$ cat config.mk
export PLATFORM = sky130hd
export DESIGN_NAME = waypoint_tracking_servo_step_flat
export DESIGN_NICKNAME = d
export VERILOG_FILES = /design/src/rtl/wts_pkg.sv /design/src/rtl/wts_spot_if.sv /design/src/rtl/wts_cmd_if.sv /design/src/rtl/waypoint_tracking_servo_step.sv /design/src/flat_wrapper.sv
export SDC_FILE = /design/constraint.sdc
export NUM_CORES = 1
export LEC_CHECK = 0
export BUFFER_PORTS_ARGS = -buffer_cell sky130_fd_sc_hd__buf_2
export CAP_MARGIN = 20
export CORE_ASPECT_RATIO = 1.25
export CORE_MARGIN = 4
export CORE_UTILIZATION = 55
export DETAILED_ROUTE_END_ITERATION = 6
export PLACE_DENSITY = 0.83
export RECOVER_POWER = 25
export SYNTH_ARGS = -nofsm -noshare
export SYNTH_HDL_FRONTEND = slang
export SYNTH_SLANG_ARGS = --single-unit
$ cat constraint.sdc
create_clock -name i_clk -period 20.8 [get_ports i_clk]
set_input_delay 2.08 -clock i_clk [delete_from_list [all_inputs] [get_ports i_clk]]
set_output_delay 2.08 -clock i_clk [all_outputs]
set_load 0.005 [all_outputs]
$ cat src/rtl/wts_pkg.sv
// Shared types and constants for the waypoint tracking servo step.
// No dependencies; every other file of the block imports this package.
`default_nettype none
package wts_pkg;

    localparam int MAX_POINTS = 128;
    localparam int COORD_BITS = 10;

    localparam int CW      = COORD_BITS;
    localparam int CORNER_W = 20;
    localparam int SEG_W   = 6;
    localparam int IDX_W   = 7;
    localparam int PLEN_W  = IDX_W + 1;
    localparam int SEG_MAX = MAX_POINTS / 4;
    localparam int POS_W   = $clog2(SEG_MAX);
    localparam int PROD_W  = CW + POS_W;
    localparam int CNT_W   = $clog2(PROD_W + 1);
    localparam int ERR_W   = CW + 2;
    localparam int SQ_W    = 2 * CW;
    localparam int D2_W    = SQ_W + 1;
    localparam int SERVO_W = 12;
    localparam int RATE_W  = 10;
    localparam int CFG_IDX_W = 3;

    localparam logic [CFG_IDX_W-1:0] CFG_CORNER_A = 3'd0;
    localparam logic [CFG_IDX_W-1:0] CFG_CORNER_B = 3'd1;
    localparam logic [CFG_IDX_W-1:0] CFG_CORNER_C = 3'd2;
    localparam logic [CFG_IDX_W-1:0] CFG_CORNER_D = 3'd3;
    localparam logic [CFG_IDX_W-1:0] CFG_SEGMENTS = 3'd4;

    localparam logic [PLEN_W-1:0]  PLEN_MAX   = PLEN_W'(MAX_POINTS);
    localparam logic [ERR_W-1:0]   STEP_ERR   = ERR_W'(15);
    localparam logic [D2_W-1:0]    NEAR_SQ    = D2_W'(500);
    localparam logic [SERVO_W-1:0] PAN_MIN    = 12'd2700;
    localparam logic [SERVO_W-1:0] PAN_MAX    = 12'd3400;
    localparam logic [SERVO_W-1:0] TILT_MIN   = 12'd3100;
    localparam logic [SERVO_W-1:0] TILT_MAX   = 12'd3600;
    localparam logic [SERVO_W-1:0] PAN_RESET  = 12'd2970;
    localparam logic [SERVO_W-1:0] TILT_RESET = 12'd3290;
    localparam logic [RATE_W-1:0]  RATE_HI    = 10'd1000;
    localparam logic [RATE_W-1:0]  RATE_LO    = 10'd350;
    localparam logic [IDX_W-1:0]   BAND1_LO   = 7'd1;
    localparam logic [IDX_W-1:0]   BAND1_HI   = 7'd25;
    localparam logic [IDX_W-1:0]   BAND2_LO   = 7'd51;
    localparam logic [IDX_W-1:0]   BAND2_HI   = 7'd75;

    typedef enum logic [2:0] {
        S_IDLE,
        S_SIDE,
        S_MUL,
        S_DIV,
        S_ERR,
        S_SQ,
        S_FIN
    } t_state;

endpackage
`default_nettype wire

$ cat src/rtl/wts_spot_if.sv
// Input channel of the servo step: one measured spot position per request.
// Depends on wts_pkg for the coordinate width.
`default_nettype none
interface wts_spot_if
    import wts_pkg::*;
();
    logic          valid;
    logic          ready;
    logic [CW-1:0] spot_x;
    logic [CW-1:0] spot_y;

    modport source (output valid, output spot_x, output spot_y, input ready);
    modport sink   (input valid, input spot_x, input spot_y, output ready);
endinterface
`default_nettype wire

$ cat src/rtl/wts_cmd_if.sv
// Output channel of the servo step: one servo command per request.
// Depends on wts_pkg for the field widths.
`default_nettype none
interface wts_cmd_if
    import wts_pkg::*;
();
    logic               valid;
    logic               ready;
    logic               active;
    logic [SERVO_W-1:0] pan_position;
    logic [SERVO_W-1:0] tilt_position;
    logic [RATE_W-1:0]  pan_rate;
    logic [RATE_W-1:0]  tilt_rate;
    logic [IDX_W-1:0]   waypoint;
    logic               reached;

    modport source (output valid, output active, output pan_position, output tilt_position,
                    output pan_rate, output tilt_rate, output waypoint, output reached,
                    input ready);
    modport sink   (input valid, input active, input pan_position, input tilt_position,
                    input pan_rate, input tilt_rate, input waypoint, input reached,
                    output ready);
endinterface
`default_nettype wire

$ cat src/rtl/waypoint_tracking_servo_step.sv
// Waypoint tracking servo step. A request on a valid path passes the side search, multiply,
// divide, error, square and finish states; on an invalid path it goes straight to finish.
// Finish waits until the output is free; a new request is taken only when idle again.
// The time is set by the bit-serial multiply and the restoring divide, one bit a cycle each.
// Synchronous active-low reset clears configuration and waypoint index and homes the servos.
// Depends on wts_pkg, wts_spot_if and wts_cmd_if.
`default_nettype none
module waypoint_tracking_servo_step
    import wts_pkg::*;
(
    input  wire logic                  i_clk,
    input  wire logic                  i_rst_n,
    input  wire logic                  i_cfg_we,
    input  wire logic [CFG_IDX_W-1:0]  i_cfg_idx,
    input  wire logic [CORNER_W-1:0]   i_cfg_data,
    wts_spot_if.sink                   i_spot,
    wts_cmd_if.source                  o_cmd
);

    t_state r_state, n_state;

    logic [CORNER_W-1:0] r_corner_a, r_corner_b, r_corner_c, r_corner_d;
    logic [SEG_W-1:0]    r_seg;
    logic [IDX_W-1:0]    r_idx;
    logic [SERVO_W-1:0]  r_pan, r_tilt;

    logic                r_ok;
    logic [IDX_W-1:0]    r_rem;
    logic [1:0]          r_side;
    logic [POS_W-1:0]    r_pos;
    logic [CNT_W-1:0]    r_cnt;
    logic [CW-1:0]       r_spot [2];
    logic [CW-1:0]       r_base [2];
    logic [CW-1:0]       r_mag  [2];
    logic                r_neg  [2];
    logic [PROD_W-1:0]   r_acc  [2];
    logic [SEG_W-1:0]    r_rdr  [2];
    logic [ERR_W-1:0]    r_err  [2];
    logic [SQ_W-1:0]     r_sq   [2];

    logic                r_out_valid;
    logic                r_o_active, r_o_reached;
    logic [SERVO_W-1:0]  r_o_pan, r_o_tilt;
    logic [RATE_W-1:0]   r_o_pan_rate, r_o_tilt_rate;
    logic [IDX_W-1:0]    r_o_waypoint;

    logic [PLEN_W-1:0]   path_len;
    logic                path_ok;
    logic                side_done;
    logic                in_fire, fin_fire, out_free;
    logic [CORNER_W-1:0] sel_a, sel_b;
    logic [CW-1:0]       coord_a [2];
    logic [CW-1:0]       coord_b [2];
    logic [CW:0]         diff    [2];
    logic [IDX_W-1:0]    seg_ext;
    logic [ERR_W-1:0]    err_next [2];
    logic [CW-1:0]       err_mag  [2];
    logic                step_up  [2];
    logic                step_dn  [2];
    logic [D2_W-1:0]     d2;
    logic                reached;
    logic                rate_band;
    logic [PLEN_W-1:0]   idx_inc;
    logic [IDX_W-1:0]    idx_next;
    logic [SERVO_W-1:0]  pan_next, tilt_next;

    assign path_len = {1'b0, r_seg, 1'b0} << 1;
    assign path_ok  = (r_seg != '0) && (path_len <= PLEN_MAX)
                      && ({1'b0, r_idx} < path_len);
    assign seg_ext  = IDX_W'(r_seg);
    assign side_done = (r_rem < seg_ext) || (r_side == 2'd3);

    assign out_free = !r_out_valid || o_cmd.ready;
    assign in_fire  = i_spot.valid && (r_state == S_IDLE);
    assign fin_fire = (r_state == S_FIN) && out_free;

    assign i_spot.ready = (r_state == S_IDLE);

    always_ff @(posedge i_clk) begin
        if (!i_rst_n) begin
            r_state <= S_IDLE;
        end else begin
            r_state <= n_state;
        end
    end

    always_comb begin
        n_state = r_state;
        unique case (r_state)
            S_IDLE: if (i_spot.valid) n_state = path_ok ? S_SIDE : S_FIN;
            S_SIDE: if (side_done) n_state = S_MUL;
            S_MUL:  if (r_cnt == CNT_W'(POS_W - 1)) n_state = S_DIV;
            S_DIV:  if (r_cnt == CNT_W'(PROD_W - 1)) n_state = S_ERR;
            S_ERR:  n_state = S_SQ;
            S_SQ:   n_state = S_FIN;
            S_FIN:  if (out_free) n_state = S_IDLE;
            default: n_state = S_IDLE;
        endcase
    end

    // Corner pair of the current side: start corner and the one after it.
    always_comb begin
        case (r_side)
            2'd0: begin sel_a = r_corner_a; sel_b = r_corner_b; end
            2'd1: begin sel_a = r_corner_b; sel_b = r_corner_c; end
            2'd2: begin sel_a = r_corner_c; sel_b = r_corner_d; end
            default: begin sel_a = r_corner_d; sel_b = r_corner_a; end
        endcase
    end

    always_comb begin
        logic [CW:0]     q;
        logic [CW:0]     offm;
        logic [ERR_W-1:0] off;
        logic [ERR_W-1:0] tgt;
        coord_a[0] = sel_a[CW-1:0];
        coord_a[1] = sel_a[2*CW-1:CW];
        coord_b[0] = sel_b[CW-1:0];
        coord_b[1] = sel_b[2*CW-1:CW];
        for (int l = 0; l < 2; l++) begin
            diff[l] = {1'b0, coord_b[l]} - {1'b0, coord_a[l]};
            // Floor toward minus infinity: a negative quotient with a remainder rounds away.
            q    = r_acc[l][CW:0];
            offm = q + (CW+1)'(r_neg[l] && (r_rdr[l] != '0));
            off  = r_neg[l] ? (ERR_W'(0) - {1'b0, offm}) : {1'b0, offm};
            tgt  = {2'b00, r_base[l]} + off;
            err_next[l] = tgt - {2'b00, r_spot[l]};
            err_mag[l]  = r_err[l][ERR_W-1] ? CW'(ERR_W'(0) - r_err[l]) : CW'(r_err[l]);
            step_up[l]  = !r_err[l][ERR_W-1] && (r_err[l] >= STEP_ERR);
            step_dn[l]  = r_err[l][ERR_W-1] && ((ERR_W'(0) - r_err[l]) >= STEP_ERR);
        end
    end

    assign d2      = D2_W'(r_sq[0]) + D2_W'(r_sq[1]);
    assign reached = (d2 < NEAR_SQ);
    assign rate_band = ((r_idx >= BAND1_LO) && (r_idx <= BAND1_HI))
                       || ((r_idx >= BAND2_LO) && (r_idx <= BAND2_HI));
    assign idx_inc  = {1'b0, r_idx} + PLEN_W'(1);
    assign idx_next = (idx_inc == path_len) ? '0 : idx_inc[IDX_W-1:0];

    // Servos start in range and move by one, so the clamp is a bound check.
    always_comb begin
        pan_next = r_pan;
        if (step_up[0] && (r_pan < PAN_MAX)) pan_next = r_pan + SERVO_W'(1);
        if (step_dn[0] && (r_pan > PAN_MIN)) pan_next = r_pan - SERVO_W'(1);
        tilt_next = r_tilt;
        if (step_up[1] && (r_tilt < TILT_MAX)) tilt_next = r_tilt + SERVO_W'(1);
        if (step_dn[1] && (r_tilt > TILT_MIN)) tilt_next = r_tilt - SERVO_W'(1);
    end

    // Configuration and architectural state.
    always_ff @(posedge i_clk) begin
        if (!i_rst_n) begin
            r_corner_a  <= '0;
            r_corner_b  <= '0;
            r_corner_c  <= '0;
            r_corner_d  <= '0;
            r_seg       <= '0;
            r_idx       <= '0;
            r_pan       <= PAN_RESET;
            r_tilt      <= TILT_RESET;
            r_out_valid <= 1'b0;
        end else begin
            if (i_cfg_we) begin
                unique case (i_cfg_idx)
                    CFG_CORNER_A: r_corner_a <= i_cfg_data;
                    CFG_CORNER_B: r_corner_b <= i_cfg_data;
                    CFG_CORNER_C: r_corner_c <= i_cfg_data;
                    CFG_CORNER_D: r_corner_d <= i_cfg_data;
                    CFG_SEGMENTS: r_seg <= i_cfg_data[SEG_W-1:0];
                    default: ;
                endcase
            end
            if (fin_fire && r_ok) begin
                r_pan  <= pan_next;
                r_tilt <= tilt_next;
                if (reached) r_idx <= idx_next;
            end
            if (fin_fire) begin
                r_out_valid <= 1'b1;
            end else if (o_cmd.ready) begin
                r_out_valid <= 1'b0;
            end
        end
    end

    // Serial datapath: side search, shift-add multiply, restoring divide, error and square; output registers.
    always_ff @(posedge i_clk) begin
        r_cnt <= (n_state != r_state) ? '0 : r_cnt + CNT_W'(1);
        if (in_fire) begin
            r_ok      <= path_ok;
            r_rem     <= r_idx;
            r_side    <= '0;
            r_spot[0] <= i_spot.spot_x;
            r_spot[1] <= i_spot.spot_y;
        end
        case (r_state)
            S_SIDE: begin
                if (!side_done) begin
                    r_rem  <= r_rem - seg_ext;
                    r_side <= r_side + 2'd1;
                end else begin
                    r_pos <= r_rem[POS_W-1:0];
                    for (int l = 0; l < 2; l++) begin
                        r_base[l] <= coord_a[l];
                        r_neg[l]  <= diff[l][CW];
                        r_mag[l]  <= diff[l][CW] ? CW'((CW+1)'(0) - diff[l]) : diff[l][CW-1:0];
                        r_acc[l]  <= '0;
                        r_rdr[l]  <= '0;
                    end
                end
            end
            S_MUL: begin
                r_pos <= r_pos << 1;
                for (int l = 0; l < 2; l++) begin
                    r_acc[l] <= {r_acc[l][PROD_W-2:0], 1'b0}
                                + (r_pos[POS_W-1] ? PROD_W'(r_mag[l]) : '0);
                end
            end
            S_DIV: begin
                for (int l = 0; l < 2; l++) begin
                    logic [SEG_W:0] t;
                    logic           ge;
                    t  = {r_rdr[l], r_acc[l][PROD_W-1]};
                    ge = (t >= {1'b0, r_seg});
                    r_rdr[l] <= ge ? SEG_W'(t - {1'b0, r_seg}) : t[SEG_W-1:0];
                    r_acc[l] <= {r_acc[l][PROD_W-2:0], ge};
                end
            end
            S_ERR: begin
                for (int l = 0; l < 2; l++) r_err[l] <= err_next[l];
            end
            S_SQ: begin
                for (int l = 0; l < 2; l++) r_sq[l] <= SQ_W'(err_mag[l]) * SQ_W'(err_mag[l]);
            end
            default: ;
        endcase
        if (fin_fire) begin
            r_o_active   <= r_ok;
            r_o_pan      <= r_ok ? pan_next : r_pan;
            r_o_tilt     <= r_ok ? tilt_next : r_tilt;
            r_o_reached  <= r_ok && reached;
            r_o_waypoint <= (r_ok && reached) ? idx_next : r_idx;
            if (!r_ok) begin
                r_o_pan_rate  <= '0;
                r_o_tilt_rate <= '0;
            end else begin
                r_o_pan_rate  <= rate_band ? RATE_HI : RATE_LO;
                r_o_tilt_rate <= rate_band ? RATE_LO : RATE_HI;
            end
        end
    end

    assign o_cmd.valid         = r_out_valid;
    assign o_cmd.active        = r_o_active;
    assign o_cmd.pan_position  = r_o_pan;
    assign o_cmd.tilt_position = r_o_tilt;
    assign o_cmd.pan_rate      = r_o_pan_rate;
    assign o_cmd.tilt_rate     = r_o_tilt_rate;
    assign o_cmd.waypoint      = r_o_waypoint;
    assign o_cmd.reached       = r_o_reached;

endmodule
`default_nettype wire

$ cat src/flat_wrapper.sv
// flat-port wrapper written by rule: the top's interface ports become plain ports
module waypoint_tracking_servo_step_flat import wts_pkg::*;
  (i_clk, i_rst_n, i_cfg_we, i_cfg_idx, i_cfg_data, i_spot_valid, i_spot_spot_x, i_spot_spot_y, i_spot_ready, o_cmd_valid, o_cmd_active, o_cmd_pan_position, o_cmd_tilt_position, o_cmd_pan_rate, o_cmd_tilt_rate, o_cmd_waypoint, o_cmd_reached, o_cmd_ready);
  wts_spot_if i_spot_i ();
  wts_cmd_if o_cmd_i ();
  input  wire logic i_clk;
  input  wire logic i_rst_n;
  input  wire logic i_cfg_we;
  input  wire logic [CFG_IDX_W-1:0] i_cfg_idx;
  input  wire logic [CORNER_W-1:0] i_cfg_data;
  input wire logic [$bits(i_spot_i.valid)-1:0] i_spot_valid;
  input wire logic [$bits(i_spot_i.spot_x)-1:0] i_spot_spot_x;
  input wire logic [$bits(i_spot_i.spot_y)-1:0] i_spot_spot_y;
  output wire logic [$bits(i_spot_i.ready)-1:0] i_spot_ready;
  output wire logic [$bits(o_cmd_i.valid)-1:0] o_cmd_valid;
  output wire logic [$bits(o_cmd_i.active)-1:0] o_cmd_active;
  output wire logic [$bits(o_cmd_i.pan_position)-1:0] o_cmd_pan_position;
  output wire logic [$bits(o_cmd_i.tilt_position)-1:0] o_cmd_tilt_position;
  output wire logic [$bits(o_cmd_i.pan_rate)-1:0] o_cmd_pan_rate;
  output wire logic [$bits(o_cmd_i.tilt_rate)-1:0] o_cmd_tilt_rate;
  output wire logic [$bits(o_cmd_i.waypoint)-1:0] o_cmd_waypoint;
  output wire logic [$bits(o_cmd_i.reached)-1:0] o_cmd_reached;
  input wire logic [$bits(o_cmd_i.ready)-1:0] o_cmd_ready;
  assign i_spot_i.valid = i_spot_valid;
  assign i_spot_i.spot_x = i_spot_spot_x;
  assign i_spot_i.spot_y = i_spot_spot_y;
  assign i_spot_ready = i_spot_i.ready;
  assign o_cmd_valid = o_cmd_i.valid;
  assign o_cmd_active = o_cmd_i.active;
  assign o_cmd_pan_position = o_cmd_i.pan_position;
  assign o_cmd_tilt_position = o_cmd_i.tilt_position;
  assign o_cmd_pan_rate = o_cmd_i.pan_rate;
  assign o_cmd_tilt_rate = o_cmd_i.tilt_rate;
  assign o_cmd_waypoint = o_cmd_i.waypoint;
  assign o_cmd_reached = o_cmd_i.reached;
  assign o_cmd_i.ready = o_cmd_ready;
  waypoint_tracking_servo_step u_core (.i_clk(i_clk), .i_rst_n(i_rst_n), .i_cfg_we(i_cfg_we), .i_cfg_idx(i_cfg_idx), .i_cfg_data(i_cfg_data), .i_spot(i_spot_i), .o_cmd(o_cmd_i));
endmodule
# [Yosys cells after proc, flatten, opt, wreduce, memory -nomap -nowiden]
# Memories as Yosys holds them, arrays and structs flattened.
# Index checks and enable logic that the tools add are counted.
[classes] magnitude_cmp=18 reduce_logical=39 mux=58 addsub=27 bitwise=6 eq_ne=18 multipliers=2
[op_table] op="case mux 20 bit (3 select lines)" count=2
[op_table] op="two-way mux 12 bit" count=8
[op_table] op="two-way mux 10 bit" count=8
[op_table] op="two-way mux 15 bit" count=4
[op_table] op=">= comparator 12 x 4 -> 1 bit, second input constant" count=4
[op_table] op="multiplier 10 x 10 -> 20 bit" count=2
[op_table] op="two-way mux 7 bit" count=5
[op_table] op="adder 15 bit" count=2
[op_table] op="adder 10 x 12 -> 12 bit" count=2
[op_table] op="adder 12 x 1 -> 12 bit, second input constant" count=2
[op_table] op="greater-than comparator 12 bit, second input constant" count=2
[op_table] op="< comparator 12 bit, second input constant" count=2
[op_table] op="two-way mux 6 bit" count=4
[op_table] op="subtractor 1 x 11 -> 12 bit, first input constant" count=2
[op_table] op="subtractor 1 x 12 -> 12 bit, first input constant" count=2
[op_table] op="subtractor 12 x 1 -> 12 bit, second input constant" count=2
[op_table] op="subtractor 12 x 10 -> 12 bit" count=2
[op_table] op="adder 11 x 1 -> 11 bit" count=2
[op_table] op="subtractor 10 x 10 -> 11 bit" count=2
[op_table] op="adder 20 x 20 -> 21 bit" count=1
[op_table] op="< comparator 21 x 9 -> 1 bit, second input constant" count=1
[op_table] op="case mux 3 bit (7 select lines)" count=1
[op_table] op="subtractor 1 x 10 -> 10 bit, first input constant" count=2
[op_table] op="logical AND 1 bit" count=18
[op_table] op="other kinds (36)" count=86
[word_totals] memories=8 regBits=193 ramBits=168
[mem_list] memory="u_core.r_sq" words=2 width=20 read_ports=2 rd_clocked_by_memory_dff=0 wr=2 line_no="waypoint_tracking_servo_step.sv:39" source="logic [SQ_W-1:0] r_sq [2];"
[mem_list] memory="u_core.r_acc" words=2 width=15 read_ports=2 rd_clocked_by_memory_dff=0 wr=2 line_no="waypoint_tracking_servo_step.sv:36" source="logic [PROD_W-1:0] r_acc [2];"
[mem_list] memory="u_core.r_err" words=2 width=12 read_ports=2 rd_clocked_by_memory_dff=0 wr=2 line_no="waypoint_tracking_servo_step.sv:38" source="logic [ERR_W-1:0] r_err [2];"
[mem_list] memory="u_core.r_base" words=2 width=10 read_ports=2 rd_clocked_by_memory_dff=0 wr=2 line_no="waypoint_tracking_servo_step.sv:33" source="logic [CW-1:0] r_base [2];"
[mem_list] memory="u_core.r_mag" words=2 width=10 read_ports=2 rd_clocked_by_memory_dff=0 wr=2 line_no="waypoint_tracking_servo_step.sv:34" source="logic [CW-1:0] r_mag [2];"
[mem_list] memory="u_core.r_spot" words=2 width=10 read_ports=2 rd_clocked_by_memory_dff=0 wr=2 line_no="waypoint_tracking_servo_step.sv:32" source="logic [CW-1:0] r_spot [2];"
[mem_list] memory="+2 memories"

# [Depth between registers and ports, before layout]
# An unclocked memory read counts as a cell.
[depth] word_depth=8 ltp_mapped=28 ltp_nobuf=26

# [Worst setup path after synthesis]
# No wires, ideal clock.
[synth_timing] path_kind="flip-flop to flip-flop" startpoint="memory u_core.r_err[0][12] in the netlist's numbering" endpoint="memory u_core.r_sq[0][38] in the netlist's numbering (data pin)" path_stages_with_launch=26 setup_ps=258 period_less_slack_ps=6852 setup_slack_ps=13948 t_required_ps=20542 arrival_time_ps=6594 cell_sequence="edfxtp_1 clkbuf_1 inv_1 ha_1 or3b_2 or2_2 o21ai_0 xnor2_1 nand2_1 fa_1 fa_1 inv_1 fa_1 fa_1 inv_1 fa_1 inv_1 ha_1 nor2_1 inv_1 a21oi_1 a31oi_1 a211oi_1 o31ai_1 a21oi_1 xnor2_1"
[synth_rtl] element="start: declaration" line_no="waypoint_tracking_servo_step.sv:38"
[synth_rtl] element="end: declaration" line_no="waypoint_tracking_servo_step.sv:39"

==> results.cfg <==
[die]
fp.dieArea_sq_um = 52100
floorplan.io_pins = 103
die_width_microns = 205
area_of_the_core_region_sq_um = 47500
fp.dieH_microns = 254
row_count = 89
initial_core_util_pct = 56.1

[yosys]
syn_inst = 2997
ys_dominant_reg_cell = edfxtp_1
synth.distinct_cells = 87
yosysTopAreaCellShare_pct = 23.2
synth_top_cells_by_area = edfxtp_1, ha_1, dfxtp_1
asr_flop_ratio_synth_pct = 0
syn-mean-instance-area_sq_um = 8.90
synth_area_leader_cell = edfxtp_1
synth-edff-count = 206
synth_area_sq_um = 26700
synth_seq_area_share_pct = 33.3
yosys_warnings = 0
library_cell_with_the_highest_instance_count_after_synthesis = nand2_1
ys_ff_latch = 340
post_synth_top_cells = nand2_1, inv_1, nor2_1

[sta]
fin_crit_share_pct = 35.7
fin_worst_skew_ns = 0.0143
actual_transition_at_the_worst_max_transition_pin_ns = 3.09
finalCriticalPeriod_ns = 7.42
final-setup-viol-count = 0
worst_slew_margin_rel_pct = -107
totalNegativeSetupSlack_ns = 0
fmaxAchievable_mhz = 135
timing_hold_violations_final = 0
layout_setup_ws_ns = 13.38
timing_max_transition_violations_final = 199
rsz_0062_raised_after_global_routing = no

[critical_path]
worst_ep_arrival_time_ns = 7.72
critPathMaxStageDelay_ns = 0.57
worst-setup-path-type = reg -> reg
critical-path-top-delay-family = adder cells
required_time_at_the_worst_slack_endpoint_ns = 21.10
worstPathBufferInverterCount = 4
cpMaxStageDelayCell = edfxtp_1
setup.worst_path.start_class = flop
worstPathMaxFanout = 12
crit_path_end_kind = flop

[run]
maxCapViolCount = 5

[global_routing]
grt_max_degree = 92
grt_pass1_wl_microns = 97800
grt_antenna_before_repair = 0
gr-total-overflow = 0
first_global_vias = 20500
grt_util_all_layers_pct = 22.5

[run_status]
violations = capacitance limit, slew limit
status = finished with violations

[place]
gp_routability_congestion = 0.895
io_buffers = 100
placedCellCount = 3608
place_area_sq_um = 27500
dpl_worst_slack_ns = 13.45
detailed_place_hpwl_microns = 43700

[final_layout]
final-instance-count-excl-fill = 3678
fill_cell_count = 3918
area_growth_syn_to_layout_pct = 7.49
insertedDiodeCount = 0
postLayoutCellArea_sq_um = 28700
drive_gt1_share_pct = 6.28
fin_nets = 3402

[route]
routed_wire_length_per_instance_microns = 15.9
drt_drc_violations_left = 0
post_drt_via_cell_ratio = 5.68
postRouteAntennaNets = 0
dr.first_iter.drc_count = 1356
finalWirelength_microns = 58600
vias = 20900
detailedRoute.firstPassIterationCount = 6

[clock_network]
cts_tree = done
clkTransAtPathRegs_ns = 0.06
post_cts.repair.setup_buffers = 0
clk_path_buf_depth = 3
cts_made_buffers = 38
number_of_instances_resized_during_post_cts_repair = 0
clock_sinks = 340
cts-htree-levels = 2
ctsHoldBuffers = 0
root_buffer = clkbuf_16
clock_network_latency_to_the_later_pin_of_the_worst_skew_pair_ns = 0.56

[hold_path]
hold_path_class = reg -> reg
flip-flops by register name, summed over array words and instances, names as in the netlist, 4 cells and up:
register	cells
u_core.r_corner_a	20
u_core.r_corner_c	20
u_core.o_cmd.waypoint	7
u_core.r_err	24
u_core.r_corner_d	20
u_core.r_rdr	12
u_core.o_cmd.pan_position	12
u_core.r_pos	5
u_core.r_corner_b	20
u_core.r_idx	7
u_core.r_pan	12
u_core.r_cnt	4
u_core.r_sq	36
u_core.r_mag	20
u_core.r_seg	6
u_core.o_cmd.tilt_position	12
u_core.r_rem	7
u_core.r_acc	30
u_core.r_spot	20
u_core.r_tilt	12
u_core.r_base	20
metrics by stage:
stage | utilization (%) | hold WS [ns]
floorplan | - | 0.430
detailed placement | 57.8 | 0.460
CTS | 60.3 | 0.467
finish | 60.3 | 0.465
global route | 60.3 | 0.490
global placement | 57.8 | 0.442
kinds of logic (layout without fill, tap and decap cells):
family          after synthesis  in the layout  synth area share [%]
other cells                   1              2                0.0141
fa+ha+maj                   341            341                  19.3
buf+inv                     446            489                  6.61
flops                       340            340                  33.3
compound gates              578            578                  14.0
xor+xnor                    212            212                  6.96
mux                          61             61                  2.38
simple gates               1018           1018                  17.5
metal layers:
| layer | track usage (%) | vias up | part of all wire, % |
|---|---|---|---|
| met5 | 0 | - | 0 |
| met4 | 9.00 | 0 | 3.8 |
| met3 | 2.71 | 131 | 4.8 |
| met2 | 40.7 | 566 | 50 |
| met1 | 27.3 | 9872 | 41 |
| li1 | - | 10300 | - |
cell usage in the layout (no fill, tap or decap), types with 9 or more instances in the layout:
| cell | count |
|---|---|
| a211oi_1 | 15 |
| a21boi_0 | 19 |
| a21o_1 | 34 |
| a21oi_1 | 217 |
| a222oi_1 | 22 |
| a22oi_1 | 19 |
| a31oi_1 | 12 |
| and2_1 | 29 |
| and3_1 | 30 |
| buf_2 | 88 |
| buf_4 | 9 |
| clkbuf_1 | 27 |
| clkbuf_16 | 39 |
| clkinv_1 | 10 |
| dfxtp_1 | 134 |
| edfxtp_1 | 206 |
| fa_1 | 117 |
| ha_1 | 224 |
| inv_1 | 301 |
| mux2_2 | 13 |
| mux2i_1 | 42 |
| nand2_1 | 423 |
| nand2b_1 | 32 |
| nand3_1 | 68 |
| nand3b_1 | 14 |
| nand4_1 | 20 |
| nor2_1 | 246 |
| nor2b_1 | 33 |
| nor3_1 | 43 |
| nor4_1 | 11 |
| o21a_1 | 15 |
| o21ai_0 | 99 |
| o21bai_1 | 16 |
| o31ai_1 | 20 |
| or3_1 | 17 |
| or4_1 | 11 |
| xnor2_1 | 160 |
| xor2_1 | 52 |
final cells by class:
class                      instances  area [sq um]  area share [%]
timing repair buffer             115           592            2.06
tap                              637           797            2.78
multi-input combinational       2212         16000            56.0
clock buffer                      49          1010            3.54
sequential                       340          8870            30.9
clock inverter                    19           196           0.685
inverter                         306          1150            4.01
path summary, 6_finish.rpt:
| path | from | to | slack, ns | depth (start not counted) |
|---|---|---|---|---|
| setup / recovery | u_core.r_err[0][12] | u_core.r_sq[0][39] | 13.38 | 25 |
| hold / removal | u_core.r_cnt[0] | u_core.r_cnt[0] | 0.46 | 1 |
| setup reg to reg | u_core.r_err[0][12] | u_core.r_sq[0][39] | 13.38 | 25 |
| hold reg to reg | u_core.r_cnt[0] | u_core.r_cnt[0] | 0.46 | 1 |
Power is left out: the tool's default activity adds up to more than one toggle a clock period on the data nets, which glitch-free logic cannot reach.
